**src/design/emps_pkg.sv**
```systemverilog
package emps_pkg;

	// register widths and reset values
	localparam int CFG_W = 16;
	localparam int CFG_IDX_W = 2;
	localparam logic [CFG_W-1:0] PAUSE_RESET = 16'd100;
	localparam logic [CFG_W-1:0] TIMEOUT_RESET = 16'd1000;
	localparam logic [CFG_W-1:0] CYCLE_PAUSE_RESET = 16'd2000;

	// register indexes
	localparam logic [CFG_IDX_W-1:0] REG_PAUSE = 2'd0;
	localparam logic [CFG_IDX_W-1:0] REG_TIMEOUT = 2'd1;
	localparam logic [CFG_IDX_W-1:0] REG_CYCLE_PAUSE = 2'd2;

	// output field widths
	localparam int VOLT_W = 20;
	localparam int CURR_W = 23;
	localparam int POWER_W = 16;
	localparam int ENERGY_W = 24;

	// request and reply codes share one encoding
	typedef enum logic [2:0] {
		FR_NONE = 3'd0,
		FR_ADDR = 3'd1,
		FR_VOLT = 3'd2,
		FR_CURR = 3'd3,
		FR_POWER = 3'd4,
		FR_ENERGY = 3'd5
	} frame_code_t;

	// classified input word
	typedef enum logic {
		ITEM_BYTE = 1'b0,
		ITEM_TICK = 1'b1
	} item_kind_t;

	typedef struct packed {
		item_kind_t kind;
		logic [7:0] data;
	} item_t;

	typedef struct packed {
		logic [CFG_W-1:0] pause_ticks;
		logic [CFG_W-1:0] reply_timeout_ticks;
		logic [CFG_W-1:0] cycle_pause_ticks;
	} cfg_t;

endpackage

```
**src/design/emps_ifs.sv**
```systemverilog
interface emps_in_if;
	logic valid;
	logic ready;
	logic command;
	logic [7:0] rx_byte;

	modport source(output valid, command, rx_byte, input ready);
	modport sink(input valid, command, rx_byte, output ready);
endinterface

interface emps_out_if import emps_pkg::*; ();
	logic valid;
	logic ready;
	frame_code_t send_frame;
	frame_code_t update_kind;
	logic [VOLT_W-1:0] voltage_tenths;
	logic [CURR_W-1:0] current_hundredths;
	logic [POWER_W-1:0] power_watts;
	logic [ENERGY_W-1:0] energy_wh;

	modport source(output valid, send_frame, update_kind, voltage_tenths,
		current_hundredths, power_watts, energy_wh, input ready);
	modport sink(input valid, send_frame, update_kind, voltage_tenths,
		current_hundredths, power_watts, energy_wh, output ready);
endinterface

```
**src/design/energy_meter_poll_sequencer_top.sv**
```systemverilog
// Energy meter poll sequencer.
// The item channel carries one word per received serial byte (command 0,
// rx_byte valid) or per elapsed timer tick (command 1). The result channel
// returns exactly one word for each item: the request frame to transmit now,
// the reply that was handled, and the stored voltage, current, power and
// energy readings.
// Throughput is one item per cycle while the receiver takes results; the
// back end handles each item with a combinational scaling multiply.
// An item is registered in the queue and then in the result register
// before its result is valid.
// A two-entry queue sits between the input side and the sequencer, and the
// result sits in an output register. When the receiver stalls, the result
// holds, the queue fills its two entries, then item ready drops.
// Configuration is a plain write port: cfg_we with cfg_index 0 pause ticks,
// 1 reply timeout ticks, 2 pause ticks between polls; others are ignored.
// Reset clears the queue and measurements, loads the default timings and
// leaves the timer expired, so the first item sends a set-address request.
module energy_meter_poll_sequencer_top import emps_pkg::*; #(
	parameter int FRAME_LEN = 7
) (
	input  logic                 clk,
	input  logic                 arst_n,
	emps_in_if.sink              item,
	emps_out_if.source           result,
	input  logic                 cfg_we,
	input  logic [CFG_IDX_W-1:0] cfg_index,
	input  logic [CFG_W-1:0]     cfg_data
);

	cfg_t  cfg_q;
	logic  q_valid;
	logic  q_ready;
	item_t q_item;

	// timing registers
	always_ff @(posedge clk or negedge arst_n) begin
		if (!arst_n) begin
			cfg_q.pause_ticks <= PAUSE_RESET;
			cfg_q.reply_timeout_ticks <= TIMEOUT_RESET;
			cfg_q.cycle_pause_ticks <= CYCLE_PAUSE_RESET;
		end else if (cfg_we) begin
			unique case (cfg_index)
				REG_PAUSE: cfg_q.pause_ticks <= cfg_data;
				REG_TIMEOUT: cfg_q.reply_timeout_ticks <= cfg_data;
				REG_CYCLE_PAUSE: cfg_q.cycle_pause_ticks <= cfg_data;
				default: cfg_q <= cfg_q;
			endcase
		end
	end

	emps_front u_front (
		.clk(clk),
		.arst_n(arst_n),
		.item(item),
		.q_valid(q_valid),
		.q_ready(q_ready),
		.q_item(q_item)
	);

	emps_back #(
		.FRAME_LEN(FRAME_LEN)
	) u_back (
		.clk(clk),
		.arst_n(arst_n),
		.cfg(cfg_q),
		.q_valid(q_valid),
		.q_ready(q_ready),
		.q_item(q_item),
		.result(result)
	);

endmodule

```
**src/design/emps_front.sv**
```systemverilog
module emps_front import emps_pkg::*; (
	input  logic       clk,
	input  logic       arst_n,
	emps_in_if.sink    item,
	output logic       q_valid,
	input  logic       q_ready,
	output item_t      q_item
);

	item_t      mem_q [2];
	logic       wr_ptr_q;
	logic       rd_ptr_q;
	logic [1:0] count_q;
	logic       push;
	logic       pop;
	item_t      in_item;

	// classify the incoming word
	always_comb begin
		in_item.kind = item.command ? ITEM_TICK : ITEM_BYTE;
		in_item.data = item.rx_byte;
	end

	assign item.ready = (count_q != 2'd2);
	assign push = item.valid && item.ready;
	assign q_valid = (count_q != 2'd0);
	assign pop = q_valid && q_ready;
	assign q_item = mem_q[rd_ptr_q];

	// two-entry queue toward the back end
	always_ff @(posedge clk or negedge arst_n) begin
		if (!arst_n) begin
			wr_ptr_q <= 1'b0;
			rd_ptr_q <= 1'b0;
			count_q <= 2'd0;
		end else begin
			if (push) wr_ptr_q <= ~wr_ptr_q;
			if (pop) rd_ptr_q <= ~rd_ptr_q;
			unique case ({push, pop})
				2'b10: count_q <= count_q + 2'd1;
				2'b01: count_q <= count_q - 2'd1;
				default: count_q <= count_q;
			endcase
		end
	end

	// queue storage
	always_ff @(posedge clk) begin
		if (push) mem_q[wr_ptr_q] <= in_item;
	end

	// fill level matches the pointer distance
	assert property (@(posedge clk) disable iff (!arst_n)
		(count_q == 2'd1) |-> (wr_ptr_q != rd_ptr_q))
		else $error("queue count out of step with pointers");

	assert property (@(posedge clk) disable iff (!arst_n)
		(count_q == 2'd0 || count_q == 2'd2) |-> (wr_ptr_q == rd_ptr_q))
		else $error("queue pointers disagree with empty or full");

endmodule

```
**src/design/emps_back.sv**
```systemverilog
module emps_back import emps_pkg::*; #(
	parameter int FRAME_LEN = 7
) (
	input  logic       clk,
	input  logic       arst_n,
	input  cfg_t       cfg,
	input  logic       q_valid,
	output logic       q_ready,
	input  item_t      q_item,
	emps_out_if.source result
);

	localparam int FIDX_W = $clog2(FRAME_LEN);

	typedef enum logic [3:0] {
		PH_ADDR = 4'd0,
		PH_PAUSE1 = 4'd1,
		PH_VOLT = 4'd2,
		PH_PAUSE2 = 4'd3,
		PH_CURR = 4'd4,
		PH_PAUSE3 = 4'd5,
		PH_POWER = 4'd6,
		PH_PAUSE4 = 4'd7,
		PH_ENERGY = 4'd8
	} phase_t;

	phase_t              phase_q, phase_n;
	logic [FIDX_W-1:0]   fidx_q, fidx_n;
	logic [7:0]          fb_q [3];
	logic [7:0]          fb_w [3];
	logic [CFG_W-1:0]    cd_q, cd_n;
	logic [VOLT_W-1:0]   volt_q, volt_n;
	logic [CURR_W-1:0]   curr_q, curr_n;
	logic [POWER_W-1:0]  power_q, power_n;
	logic [ENERGY_W-1:0] energy_q, energy_n;
	frame_code_t         send, upd;
	logic                out_valid_q;
	logic                fire;
	logic                is_byte;
	logic                frame_done;
	logic [15:0]         word;
	logic [VOLT_W-1:0]   volt_calc;
	logic [CURR_W-1:0]   curr_calc;

	assign fire = q_valid && (!out_valid_q || result.ready);
	assign q_ready = !out_valid_q || result.ready;
	assign is_byte = (q_item.kind == ITEM_BYTE);
	assign frame_done = is_byte && (fidx_q == FIDX_W'(FRAME_LEN - 1));

	// frame bytes one to three as they stand after this word
	always_comb begin
		fb_w[0] = (is_byte && fidx_q == FIDX_W'(1)) ? q_item.data : fb_q[0];
		fb_w[1] = (is_byte && fidx_q == FIDX_W'(2)) ? q_item.data : fb_q[1];
		fb_w[2] = (is_byte && fidx_q == FIDX_W'(3)) ? q_item.data : fb_q[2];
	end

	// fixed-point scaling of the reply word
	assign word = {fb_w[0], fb_w[1]};
	assign volt_calc = VOLT_W'(word) * VOLT_W'(10) + VOLT_W'(fb_w[2]);
	assign curr_calc = CURR_W'(word) * CURR_W'(100) + CURR_W'(fb_w[2]);

	// per-word sequencing: timer, frame handling, then request
	always_comb begin
		phase_n = phase_q;
		fidx_n = fidx_q;
		cd_n = cd_q;
		volt_n = volt_q;
		curr_n = curr_q;
		power_n = power_q;
		energy_n = energy_q;
		upd = FR_NONE;
		send = FR_NONE;

		if (!is_byte) begin
			if (cd_q != '0) cd_n = cd_q - CFG_W'(1);
		end else if (frame_done) begin
			fidx_n = '0;
			unique case (phase_q)
				PH_ADDR: begin
					cd_n = cfg.pause_ticks;
					phase_n = PH_PAUSE1;
					upd = FR_ADDR;
				end
				PH_VOLT: begin
					volt_n = volt_calc;
					cd_n = cfg.pause_ticks;
					phase_n = PH_PAUSE2;
					upd = FR_VOLT;
				end
				PH_CURR: begin
					curr_n = curr_calc;
					cd_n = cfg.pause_ticks;
					phase_n = PH_PAUSE3;
					upd = FR_CURR;
				end
				PH_POWER: begin
					power_n = word;
					cd_n = cfg.pause_ticks;
					phase_n = PH_PAUSE4;
					upd = FR_POWER;
				end
				PH_ENERGY: begin
					energy_n = {fb_w[0], fb_w[1], fb_w[2]};
					cd_n = cfg.cycle_pause_ticks;
					phase_n = PH_PAUSE1;
					upd = FR_ENERGY;
				end
				default: upd = FR_NONE;
			endcase
		end else begin
			fidx_n = fidx_q + FIDX_W'(1);
		end

		// expired timer: next request, or restart on reply timeout
		if (cd_n == '0) begin
			cd_n = cfg.reply_timeout_ticks;
			unique case (phase_n)
				PH_PAUSE1: begin
					phase_n = PH_VOLT;
					send = FR_VOLT;
				end
				PH_PAUSE2: begin
					phase_n = PH_CURR;
					send = FR_CURR;
				end
				PH_PAUSE3: begin
					phase_n = PH_POWER;
					send = FR_POWER;
				end
				PH_PAUSE4: begin
					phase_n = PH_ENERGY;
					send = FR_ENERGY;
				end
				default: begin
					phase_n = PH_ADDR;
					fidx_n = '0;
					send = FR_ADDR;
				end
			endcase
		end
	end

	// sequencer state and result register
	always_ff @(posedge clk or negedge arst_n) begin
		if (!arst_n) begin
			phase_q <= PH_ADDR;
			fidx_q <= '0;
			fb_q[0] <= '0;
			fb_q[1] <= '0;
			fb_q[2] <= '0;
			cd_q <= '0;
			volt_q <= '0;
			curr_q <= '0;
			power_q <= '0;
			energy_q <= '0;
			out_valid_q <= 1'b0;
			result.send_frame <= FR_NONE;
			result.update_kind <= FR_NONE;
			result.voltage_tenths <= '0;
			result.current_hundredths <= '0;
			result.power_watts <= '0;
			result.energy_wh <= '0;
		end else begin
			if (fire) begin
				phase_q <= phase_n;
				fidx_q <= fidx_n;
				fb_q <= fb_w;
				cd_q <= cd_n;
				volt_q <= volt_n;
				curr_q <= curr_n;
				power_q <= power_n;
				energy_q <= energy_n;
				out_valid_q <= 1'b1;
				result.send_frame <= send;
				result.update_kind <= upd;
				result.voltage_tenths <= volt_n;
				result.current_hundredths <= curr_n;
				result.power_watts <= power_n;
				result.energy_wh <= energy_n;
			end else if (result.ready) begin
				out_valid_q <= 1'b0;
			end
		end
	end

	assign result.valid = out_valid_q;

	// frame index never reaches the frame length
	assert property (@(posedge clk) disable iff (!arst_n)
		fidx_q <= FIDX_W'(FRAME_LEN - 1))
		else $error("frame index past end of frame");

	// a set-address request leaves an empty frame
	assert property (@(posedge clk) disable iff (!arst_n)
		(fire && send == FR_ADDR) |=> (fidx_q == '0 && phase_q == PH_ADDR))
		else $error("set address did not restart the frame");

	// a tick moves the frame index only when it starts a set-address request
	assert property (@(posedge clk) disable iff (!arst_n)
		(fire && !is_byte && send != FR_ADDR) |=> (fidx_q == $past(fidx_q)))
		else $error("tick moved the frame index");

	// a handled reply is reported with its own code
	assert property (@(posedge clk) disable iff (!arst_n)
		(fire && upd != FR_NONE) |=> (result.valid && result.update_kind == $past(upd)))
		else $error("reply code lost on the way out");

endmodule
```
**src/flat_wrapper.sv**
```systemverilog
// flat-port wrapper written by rule: the top's interface ports become plain ports
module energy_meter_poll_sequencer_top_flat import emps_pkg::*;
#(
	parameter int FRAME_LEN = 7
)
  (clk, arst_n, cfg_we, cfg_index, cfg_data, item_valid, item_command, item_rx_byte, item_ready, result_valid, result_send_frame, result_update_kind, result_voltage_tenths, result_current_hundredths, result_power_watts, result_energy_wh, result_ready);
  emps_in_if item_i ();
  emps_out_if result_i ();
  input  logic clk;
  input  logic arst_n;
  input  logic cfg_we;
  input  logic [CFG_IDX_W-1:0] cfg_index;
  input  logic [CFG_W-1:0] cfg_data;
  input wire logic [$bits(item_i.valid)-1:0] item_valid;
  input wire logic [$bits(item_i.command)-1:0] item_command;
  input wire logic [$bits(item_i.rx_byte)-1:0] item_rx_byte;
  output wire logic [$bits(item_i.ready)-1:0] item_ready;
  output wire logic [$bits(result_i.valid)-1:0] result_valid;
  output wire logic [$bits(result_i.send_frame)-1:0] result_send_frame;
  output wire logic [$bits(result_i.update_kind)-1:0] result_update_kind;
  output wire logic [$bits(result_i.voltage_tenths)-1:0] result_voltage_tenths;
  output wire logic [$bits(result_i.current_hundredths)-1:0] result_current_hundredths;
  output wire logic [$bits(result_i.power_watts)-1:0] result_power_watts;
  output wire logic [$bits(result_i.energy_wh)-1:0] result_energy_wh;
  input wire logic [$bits(result_i.ready)-1:0] result_ready;
  assign item_i.valid = item_valid;
  assign item_i.command = item_command;
  assign item_i.rx_byte = item_rx_byte;
  assign item_ready = item_i.ready;
  assign result_valid = result_i.valid;
  assign result_send_frame = result_i.send_frame;
  assign result_update_kind = result_i.update_kind;
  assign result_voltage_tenths = result_i.voltage_tenths;
  assign result_current_hundredths = result_i.current_hundredths;
  assign result_power_watts = result_i.power_watts;
  assign result_energy_wh = result_i.energy_wh;
  assign result_i.ready = result_ready;
  energy_meter_poll_sequencer_top #(.FRAME_LEN(FRAME_LEN)) u_core (.clk(clk), .arst_n(arst_n), .item(item_i), .result(result_i), .cfg_we(cfg_we), .cfg_index(cfg_index), .cfg_data(cfg_data));
endmodule
```
**config.mk**
```make
export PLATFORM = sky130hd
export DESIGN_NAME = energy_meter_poll_sequencer_top_flat
export DESIGN_NICKNAME = d
export VERILOG_FILES = /design/src/design/emps_pkg.sv /design/src/design/emps_ifs.sv /design/src/design/energy_meter_poll_sequencer_top.sv /design/src/design/emps_front.sv /design/src/design/emps_back.sv /design/src/flat_wrapper.sv
export SDC_FILE = /design/constraint.sdc
export NUM_CORES = 1
export LEC_CHECK = 0
export BUFFER_PORTS_ARGS = -buffer_cell sky130_fd_sc_hd__buf_2
export CORE_MARGIN = 4
export CORE_UTILIZATION = 55
export DETAILED_ROUTE_END_ITERATION = 12
export PLACE_DENSITY_LB_ADDON = 0.3
export SYNTH_ARGS = -nofsm -noshare
export SYNTH_HDL_FRONTEND = slang
export SYNTH_SLANG_ARGS = --single-unit
```
**constraint.sdc**
```tcl
create_clock -name clk -period 18.3 [get_ports clk]
set_clock_uncertainty 0.1 [all_clocks]
set_input_delay 1.83 -clock clk [delete_from_list [all_inputs] [get_ports clk]]
set_output_delay 1.83 -clock clk [all_outputs]
set_load 0.005 [all_outputs]
```
==> results of run 1 <==
-- state kept, by name (all words and copies together) (netlist names), 16 cells and up --
signal and count:
u_core.cfg_q 48, u_core.u_back.energy_q 24, u_core.u_back.fb_q 24, u_core.u_back.curr_q 23, u_core.u_back.volt_q 20, u_core.u_front.mem_q 18
u_core.u_back.cd_q 16, u_core.u_back.power_q 16
-- kinds of logic after synthesis --
| family | synth area share, % |
|---|---|
| adder cells (fa/ha/maj) | 11.1 |
| XOR/XNOR | 5.06 |
| AO/OA/AOI/OAI | 16.5 |
| multiplexers | 5.63 |
| flip-flops | 41.9 |
| AND/OR/NAND/NOR | 15.4 |
| buffers and inverters | 4.40 |
-- synth_stat cells (all sizes together), types with 11 or more instances --
library cell  number
nor3              30
a21oi             55
dfstp             15
nand2            175
xor2              38
mux2              53
a21o              12
clkbuf            45
ha                94
nor2              86
edfxtp            18
nand4             14
xnor2             35
mux2i             11
dfrtp            174
nor4              11
fa                11
inv               86
nand3             28
a31oi             11
o21ai            155
-- area by class of cell --
class                      instances  area [um^2]
multi-input combinational        992         6800
timing repair buffer             137          732
fill                            1854         8290
clock inverter                    11          136
sequential                       207         5290
clock buffer                      33          716
inverter                          86          323
tap                              285          357
-- worst reg2reg max path, cell delays in order (launching register included) --
cell and delay (ns):
dfrtp_1 0.78, mux2_4 0.46, nor2_1 0.17, nand2_1 0.29
a21oi_1 0.75, inv_1 0.16, ha_1 0.33, ha_1 0.27
inv_1 0.05, fa_1 0.50, inv_1 0.04, ha_1 0.35
o21ai_0 0.28, o21ai_0 0.15, a2111oi_0 0.56, nor3_1 0.12
nand3b_1 0.24, nor4b_1 0.67, o2111ai_1 0.25, xnor2_1 0.18
o21ai_0 0.08
-- worst paths after layout --
path	from	end	slack [ns]	cells after the start
max	u_core.u_front.rd_ptr_q	u_core.u_back.curr_q[20]	11.40	20
min	u_core.u_back.volt_q[14]	u_core.u_back.volt_q[14]	0.37	2
max reg2reg	u_core.u_front.rd_ptr_q	u_core.u_back.curr_q[20]	11.40	20
min reg2reg	u_core.u_back.volt_q[14]	u_core.u_back.volt_q[14]	0.37	2
max in group asynchronous	arst_n	u_core.u_front.count_q[0]	15.30	2
min in group asynchronous	arst_n	u_core.u_back.volt_q[14]	1.33	1
-- metal layers --
layer	vias up	wire length [um]	part of all wire, %
li1	4976	-	-
met1	4892	15600	49
met2	339	13500	42
met3	36	2170	6.8
met4	0	553	1.7
met5	-	0	0
-- power by group --
| part | internal, mW | leakage [nW] | total, mW | switching [mW] |
|---|---|---|---|---|
| Combinational | 0.345 | 3.91 | 0.907 | 0.561 |
| Clock | 0.315 | 0.424 | 0.511 | 0.196 |
| Sequential | 0.549 | 2.61 | 0.628 | 0.0786 |
-- metrics by stage --
stage	power (mW)	util [%]	hold WS (ns)	setup slack [ns]	cells
2_1_floorplan	1.29	-	0.345	12.44	1340
3_3_place_gp	1.50	59.6	0.357	11.68	1707
3_5_place_dp	1.52	59.6	0.365	11.49	1707
4_1_cts	2.04	63.4	0.379	11.49	1751
5_1_grt	2.20	63.4	0.385	10.78	1751
6_report	2.05	63.4	0.372	11.40	1751
==> results.tsv, run 1 <==
stage	metric	value	unit
outcome	status	finished clean	
timing	tightest_slew	1.13	ns
layout	syn_to_final_growth	13.7	%
worst_setup_path	max_stage_delay	0.78	ns
die	coreArea	22600	um^2
job	drv_cap	0	
cts	cts_tree	yes	
yosys	async_flop_share	91.3	%
drt	dr.first_iter.drc_count	862	
drt	drtAntennaViolNets	0	
worst_setup_path	cp_slowest_cell	dfrtp_1	
timing	max_freq	145	MHz
global_route	grt_max_degree	120	
drt	wire_per_inst	18.2	um
cts	numCtsBuffers	24	
layout	drive_gt1_share	18.2	%
worst_setup_path	crit_fanout	16	
cts	clk_path_buf_depth	3	
place	port_buffers	122	
drt	viasPerCell	5.85	
hold_path	hp-class	reg2reg	
yosys	ys_seq_area_share	41.9	%
worst_setup_path	crit_path_end_kind	flop	
cts	clkTransAtPathRegs	0.06	ns
die	start_util	55.8	%
layout	final_area	14400	um^2
layout	final_cell_mix	nand2_1, dfrtp_1, o21ai_0	
global_route	grt_pass1_vias	10036	
yosys	synth_warnings	0	
cts	clk_latency	0.52	ns
global_route	grt.busiest_layer	met1	
global_route	use_met3	4.61	%
yosys	synth.top_cell.area_share	34.5	%
timing	setup_viol	0	
cts	cts.sinks	207	
worst_setup_path	crit_chain	mux2_4, nor2_1, nand2_1, a21oi_1, inv_1, ha_1, ha_1, inv_1, fa_1, inv_1, ha_1, o21ai_0, o21ai_0, a2111oi_0, nor3_1, nand3b_1, nor4b_1, o2111ai_1, xnor2_1, o21ai_0	
layout	diodes	0	
worst_setup_path	crit_buf_inv	3	
die	io_pins	123	
place	placed_area	13500	um^2
cts	cts_resized	0	
yosys	yosys-top-cells-area	dfrtp_1, ha_1, o21ai_0	
layout	finalNetCount	1585	
timing	rsz0062_at_grt	false	
drt	drtPass1Iterations	5	
timing	finalHoldViolations	0	
timing	fin_crit_sh	37.7	%
timing	timing.setup.tns	0	ns
yosys	syn_nets	1477	
worst_setup_path	arrival	7.19	ns
global_route	grt_pass1_wl	52900	um
worst_setup_path	path_delay_family	compound AO/OA/AOI/OAI gates	
die	dieArea	25400	um^2
cts	post_cts_buffers	0	
timing	period_needed	6.90	ns
drt	drt_wl_total	31900	um
global_route	use_met2	37.3	%
drt	drcViolationCount	0	
cts	ctsHoldBuffers	0	
yosys	yosysUniqueCellTypes	81	
global_route	grt.overflow.total	0	
global_route	antenna_found_initial	0	
yosys	synth_top_flop_cell	dfrtp_1	
timing	final-max-slew-violation-count	0	
power	p_per_area	143	nW/um^2
drt	num_vias	10243	
yosys	ys_ff_latch	207	
power	max-vdd-ir-drop	0.000110	V
yosys	yosys.area.top_type	dfrtp_1	
die	die_h	159	um
worst_setup_path	path_class	reg2reg	
die	rows	55	
worst_setup_path	start_kind	flop	
yosys	syn_area_per_cell	9.42	um^2
die	die_w	159	um
worst_setup_path	crit_required	18.58	ns
yosys	syn_inst	1340	
cts	cts_root_buf	clkbuf_16	
global_route	track_usage	24.9	%
power	p_leak	6.95	nW
yosys	synth-edff-count	18	
place	place_congestion	0.901	
yosys	syn_area	12600	um^2
cts	htreeDepth	1	
global_route	grt_use_met1	37.9	%
timing	relSlewSlack	23.6	%
place	hpwl	23000	um
No activity file was read; power rests on OpenSTA's default activity.
==> run 2: changes to the inputs <==
==> constraint.sdc (replaced) <==
create_clock -name clk -period 7.05 [get_ports clk]
set_clock_uncertainty 0.1 [all_clocks]
set_input_delay 0.705 -clock clk [delete_from_list [all_inputs] [get_ports clk]]
set_output_delay 0.705 -clock clk [all_outputs]
set_load 0.005 [all_outputs]
==> results.tsv, run 2 (same netlist as run 1, synthesis figures left out) <==
stage	metric	value	unit	change
place	port_buffers	122		unchanged
worst_setup_path	path_class	reg2reg		
layout	largest_reg_flops	48		unchanged
power	seqPwrFrac	30.4	%	-0.3 points
layout	diodes	0		unchanged
worst_setup_path	crit_required	7.39	ns	-11.19 ns
drt	viasPerCell	5.85		about the same
layout	fillCellCount	1876		+1.2%
worst_setup_path	worst-r2r-cell-count	20		unchanged
global_route	track_usage	25.1	%	+0.16 points
timing	setup_viol	0		unchanged
die	start_util	55.8	%	unchanged
cts	ctsHoldBuffers	0		unchanged
worst_setup_path	arrival	6.63	ns	-0.56 ns
die	dieArea	25400	um^2	unchanged
place	post-place-ws	0.594	ns	-10.89 ns
worst_setup_path	crit_chain	mux2_4, nor2_1, nand2_1, a21oi_1, inv_1, ha_1, ha_1, inv_1, fa_1, inv_1, ha_1, o21ai_0, o21ai_0, a2111oi_0, nor3_1, nand3b_1, nor4b_2, o2111ai_1, xnor2_1, o21ai_0		
drt	drtAntennaViolNets	0		unchanged
job	drv_cap	0		unchanged
worst_setup_path	path_delay_family	compound AO/OA/AOI/OAI gates		
timing	holdWs	0.214	ns	-0.159 ns
layout	multi_input_area	6810	um^2	about the same
layout	largest_registers	u_core.cfg_q (48), u_core.u_back.energy_q (24), u_core.u_back.fb_q (24)		
worst_setup_path	crit_fanout	16		unchanged
die	die_w	159	um	unchanged
layout	fin_util	63.6	%	+0.21 points
cts	numCtsBuffers	24		unchanged
timing	final-max-slew-violation-count	0		unchanged
die	io_pins	123		unchanged
drt	drcViolationCount	0		unchanged
worst_setup_path	crit_buf_inv	3		unchanged
power	p_clk_share	25.3	%	+0.3 points
power	power.internal	3.18	mW	+160%
layout	finalNetCount	1589		+0.25%
drt	dr.first_iter.drc_count	851		-1.3%
worst_setup_path	start_kind	flop		
cts	cts.sinks	207		unchanged
timing	timing.final.ws_setup	0.761	ns	-10.64 ns
layout	final_area	14400	um^2	+0.33%
cts	htreeDepth	1		unchanged
power	p_leak	6.96	nW	+0.22%
layout	drive_gt1_share	18.3	%	+0.056 points
layout	seqCellArea	5290	um^2	unchanged
worst_setup_path	crit_path_end_kind	flop		
worst_setup_path	cp_slowest_cell	dfrtp_1		
drt	drt_wl_total	32300	um	+1.3%
timing	rsz0062_at_grt	false		
die	die_h	159	um	unchanged
power	combPwrFrac	44.2	%	about the same
layout	stdcell_count	1752		+0.057%
timing	timing.setup.tns	0	ns	unchanged
place	placed_area	13500	um^2	+0.22%
drt	num_vias	10247		+0.039%
layout	largest_register	u_core.cfg_q		
timing	max_freq	159	MHz	+9.8%
timing	finalHoldViolations	0		unchanged
place	place_inst	1711		+0.23%
timing	period_needed	6.29	ns	-0.615 ns
global_route	grt.overflow.total	0		unchanged
global_route	grt_max_degree	126		+5.0%
timing	tightest_slew	1.14	ns	+0.00445 ns
outcome	status	finished clean		
cts	cts_root_buf	clkbuf_16		
global_route	antenna_found_initial	0		unchanged
layout	syn_to_final_growth	14.1	%	
place	hpwl	23500	um	+2.5%
worst_setup_path	r2r-end	u_core.u_back.curr_q[20]		
power	p_per_area	372	nW/um^2	+160%
cts	clkTransAtPathRegs	0.06	ns	about the same
power	sw_frac_of_total	40.7	%	-0.21 points
timing	relSlewSlack	23.3	%	-0.30 points
worst_setup_path	r2r_setup_slack	0.76	ns	-10.64 ns
power	finalPower	5.36	mW	+160%
cts	clk_latency	0.54	ns	+0.02 ns
die	rows	55		unchanged
hold_path	hp-class	in2async		
timing	fin_crit_sh	89.2	%	+51 points
worst_setup_path	max_stage_delay	0.76	ns	-0.02 ns
power	power.switching	2.18	mW	+160%
worst_setup_path	crit_start	u_core.u_front.rd_ptr_q		
global_route	grt_pass1_wl	53100	um	+0.36%
drt	drtPass1Iterations	5		unchanged
cts	cts_tree	yes		
worst_setup_path	path_depth	20		unchanged
drt	wire_per_inst	18.4	um	+1.2%
die	coreArea	22600	um^2	unchanged
cts	clk_path_buf_depth	3		unchanged
place	place_congestion	0.898		-0.33%
global_route	grt_pass1_vias	10179		+1.4%
layout	final_cell_mix	nand2_1, dfrtp_1, o21ai_0		
power	max-vdd-ir-drop	0.000232	V	+110%
worst_setup_path	r2r_start	u_core.u_front.rd_ptr_q		
==> run 2: changes by cell type in the layout (fill, tap and decap cells not counted) <==
cell,previous run,this run
buf_4,15,19
clkinv_2,6,2
clkbuf_8,7,4
bufinv_16,3,5
clkinv_8,0,2
clkbuf_1,2,3
clkbuf_16,25,24
clkinvlp_4,1,0
inv_6,0,1
nor4b_1,2,1
nor4b_2,1,2
==> run 2: how the worst max path moves through the flow <==
stage	endpoint
after global placement	u_core.u_back.curr_q[20]
after global routing	u_core.u_back.curr_q[20]
after floorplan	u_core.u_back.curr_q[20]
final	u_core.u_back.curr_q[20]
after detailed placement	u_core.u_back.curr_q[20]
after CTS	u_core.u_back.curr_q[20]
==> run 2: final cells by class <==
type                    count  area share [%]
inverters                  86            2.24
flip-flops and latches    207            36.7
repair buffers            141            5.29
clock inverters            11            1.46
clock buffers              30            4.54
well taps                 285            2.48
multi-input cells         992            47.3
==> run 2: metal layers <==
| metal | track usage (%) | routed length, um | vias up |
|---|---|---|---|
| li1 | - | - | 4983 |
| met1 | 38.2 | 15800 | 4905 |
| met2 | 37.3 | 13700 | 313 |
| met3 | 4.48 | 2130 | 46 |
| met4 | 6.19 | 711 | 0 |
| met5 | 0 | 0 | - |
==> run 2: worst register-to-register path: cells and delay by family (launching register included) <==
kind / cells / cell delay (ns)
XOR/XNOR: 1 / 0.16
AND/OR/NAND/NOR: 5 / 1.29
multiplexers: 1 / 0.45
adder cells (fa/ha/maj): 4 / 1.45
buffers and inverters: 3 / 0.29
AO/OA/AOI/OAI: 6 / 1.69
flip-flops: 1 / 0.76
==> run 2: power by group through the flow <==
stage	Combinational, mW	Clock [mW]	Sequential [mW]
4_1_cts	2.35	1.38	1.63
2_1_floorplan	1.78	0	1.56
5_1_grt	2.66	1.43	1.66
3_3_place_gp	2.27	0	1.64
6_report	2.37	1.36	1.63
3_5_place_dp	2.33	0	1.64
==> run 2: timing repair <==
item,CTS,global route
resized for setup,0,1
endpoints found under the setup margin,0,2
buffers inserted,0,0
==> run 3: changes to the inputs <==
--- a/config.mk
+++ b/config.mk
@@ -6,8 +6,10 @@
 export NUM_CORES = 1
 export LEC_CHECK = 0
 export BUFFER_PORTS_ARGS = -buffer_cell sky130_fd_sc_hd__buf_2
+export CORE_ASPECT_RATIO = 1.75
 export CORE_MARGIN = 4
 export CORE_UTILIZATION = 55
+export CTS_CLUSTER_SIZE = 8
 export DETAILED_ROUTE_END_ITERATION = 12
 export PLACE_DENSITY_LB_ADDON = 0.3
 export SYNTH_ARGS = -nofsm -noshare
==> results.tsv, run 3 (same netlist as run 1, synthesis figures left out) <==
stage	metric	value	unit	change
timing	setup_viol	0		unchanged
timing	fin_crit_sh	89.7	%	+0.47 points
layout	drive_gt1_share	18.0	%	-0.26 points
worst_setup_path	path_class	reg2reg		
worst_setup_path	path_delay_family	compound AO/OA/AOI/OAI gates		
drt	drt_wl_total	34500	um	+6.8%
die	die_w	123	um	-23%
cts	clkTransAtPathRegs	0.05	ns	about the same
global_route	grt_pass1_wl	54800	um	+3.2%
place	port_buffers	122		unchanged
cts	cts.sinks	207		unchanged
cts	clk_path_buf_depth	3		unchanged
job	drv_cap	0		unchanged
timing	holdWs	0.0486	ns	-0.165 ns
place	post-place-ws	0.537	ns	-0.0577 ns
layout	final_cell_mix	nand2_1, dfrtp_1, o21ai_0		
hold_path	hp-class	in2async		
layout	largest_register	u_core.cfg_q		
timing	period_needed	6.32	ns	+0.0330 ns
timing	timing.final.ws_setup	0.728	ns	-0.0330 ns
global_route	antenna_found_initial	0		unchanged
die	die_h	208	um	+31%
layout	largest_reg_flops	48		unchanged
drt	dr.first_iter.drc_count	488		-43%
power	max-vdd-ir-drop	0.000233	V	+0.41%
worst_setup_path	cp_slowest_cell	dfrtp_1		
worst_setup_path	r2r_setup_slack	0.73	ns	-0.03 ns
place	place_congestion	1.03		+14%
cts	cts_root_buf	clkbuf_16		
drt	viasPerCell	5.82		-0.47%
cts	htreeDepth	1		unchanged
worst_setup_path	max_stage_delay	0.78	ns	+0.02 ns
timing	final-max-slew-violation-count	0		unchanged
timing	max_freq	158	MHz	-0.52%
worst_setup_path	arrival	6.63	ns	about the same
die	dieArea	25500	um^2	+0.38%
layout	largest_registers	u_core.cfg_q (48), u_core.u_back.energy_q (24), u_core.u_back.fb_q (24)		
cts	clk_latency	0.54	ns	about the same
global_route	track_usage	27.4	%	+2.4 points
layout	diodes	0		unchanged
cts	cts_tree	yes		
timing	relSlewSlack	12.2	%	-11 points
outcome	status	finished clean		
timing	tightest_slew	1.30	ns	+0.164 ns
global_route	grt_max_degree	82		-35%
die	start_util	55.7	%	about the same
timing	timing.setup.tns	0	ns	unchanged
layout	fillCellCount	1972		+5.1%
worst_setup_path	crit_path_end_kind	flop		
drt	num_vias	10408		+1.6%
layout	syn_to_final_growth	14.4	%	
drt	drtAntennaViolNets	0		unchanged
place	hpwl	26600	um	+13%
drt	wire_per_inst	19.3	um	+4.7%
global_route	grt.overflow.total	0		unchanged
timing	rsz0062_at_grt	false		
layout	finalNetCount	1602		+0.82%
power	p_leak	6.97	nW	about the same
worst_setup_path	crit_buf_inv	1		-2
worst_setup_path	crit_fanout	16		unchanged
cts	numCtsBuffers	29		+21%
worst_setup_path	crit_chain	mux2_4, nor2_1, nand2_1, a21oi_1, inv_1, ha_1, ha_1, ha_1, xnor2_1, ha_1, a211oi_1, o21ai_0, a2111oi_0, nor3_1, nand3b_1, nor4b_2, o2111ai_1, xnor2_1, o21ai_0		
worst_setup_path	crit_required	7.36	ns	-0.03 ns
die	rows	73		+33%
power	p_per_area	371	nW/um^2	-0.27%
timing	finalHoldViolations	0		unchanged
die	io_pins	123		unchanged
worst_setup_path	start_kind	flop		
drt	drcViolationCount	0		unchanged
die	coreArea	22700	um^2	about the same
drt	drtPass1Iterations	5		unchanged
layout	multi_input_area	6810	um^2	unchanged
layout	seqCellArea	5290	um^2	unchanged
layout	fin_util	63.7	%	+0.15 points
worst_setup_path	crit_top_cell	ha_1		
global_route	grt_pass1_vias	10680		+4.9%
-- run 3: cell types whose count changed in the layout (fill, tap and decap cells not counted), sizes merged --
cell and change:
buf +8, bufinv -5, clkbuf +23, clkinv -5
-- run 3: worst paths after layout --
check,startpoint,end,cells past startpoint
setup / recovery,u_core.u_front.rd_ptr_q,u_core.u_back.curr_q[20],19
min in group clk,item_rx_byte[6],u_core.u_front.mem_q[0][6],1
hold / removal,arst_n,u_core.u_back.volt_q[16],1
hold reg to reg,u_core.u_back.volt_q[16],u_core.u_back.volt_q[16],2
setup reg to reg,u_core.u_front.rd_ptr_q,u_core.u_back.curr_q[20],19
max in group asynchronous,arst_n,u_core.cfg_q[31],2
-- run 3: layout make-up --
class / instances / area share [%]
clock inverters: 1 / 0.0607
repair buffers: 149 / 5.69
flip-flops and latches: 207 / 36.6
clock buffers: 53 / 5.65
well taps: 300 / 2.60
multi-input cells: 992 / 47.1
inverters: 86 / 2.24
-- run 3: through the flow --
stage	instance area [um^2]	total power, mW	std cells
final	14400	5.36	1788
after global routing	14400	5.74	1788
after CTS	14400	5.37	1788
after detailed placement	13600	4.09	1734
after global placement	13600	4.03	1734
after floorplan	12600	3.34	1340
-- run 3: per-layer routing --
metal	up-vias	wire [um]	track usage, %
met1	4935	11400	26.7
met4	0	2810	19.3
met3	135	1380	3.18
li1	5016	-	-
met5	-	0	0
met2	322	18900	51.7
-- run 3: power breakdown --
group | internal (mW) | total, mW | switching (mW)
registers | 1.43 | 1.64 | 0.210
logic | 0.932 | 2.45 | 1.52
clock network | 0.768 | 1.27 | 0.498
total | 3.13 | 5.36 | 2.23
-- run 3: repair_timing --
action,4_1_cts,5_1_grt
gates resized for setup,0,1
endpoints found under the setup margin,0,5
endpoints found under the hold margin,0,0
hold buffers,0,0
setup buffers,0,0
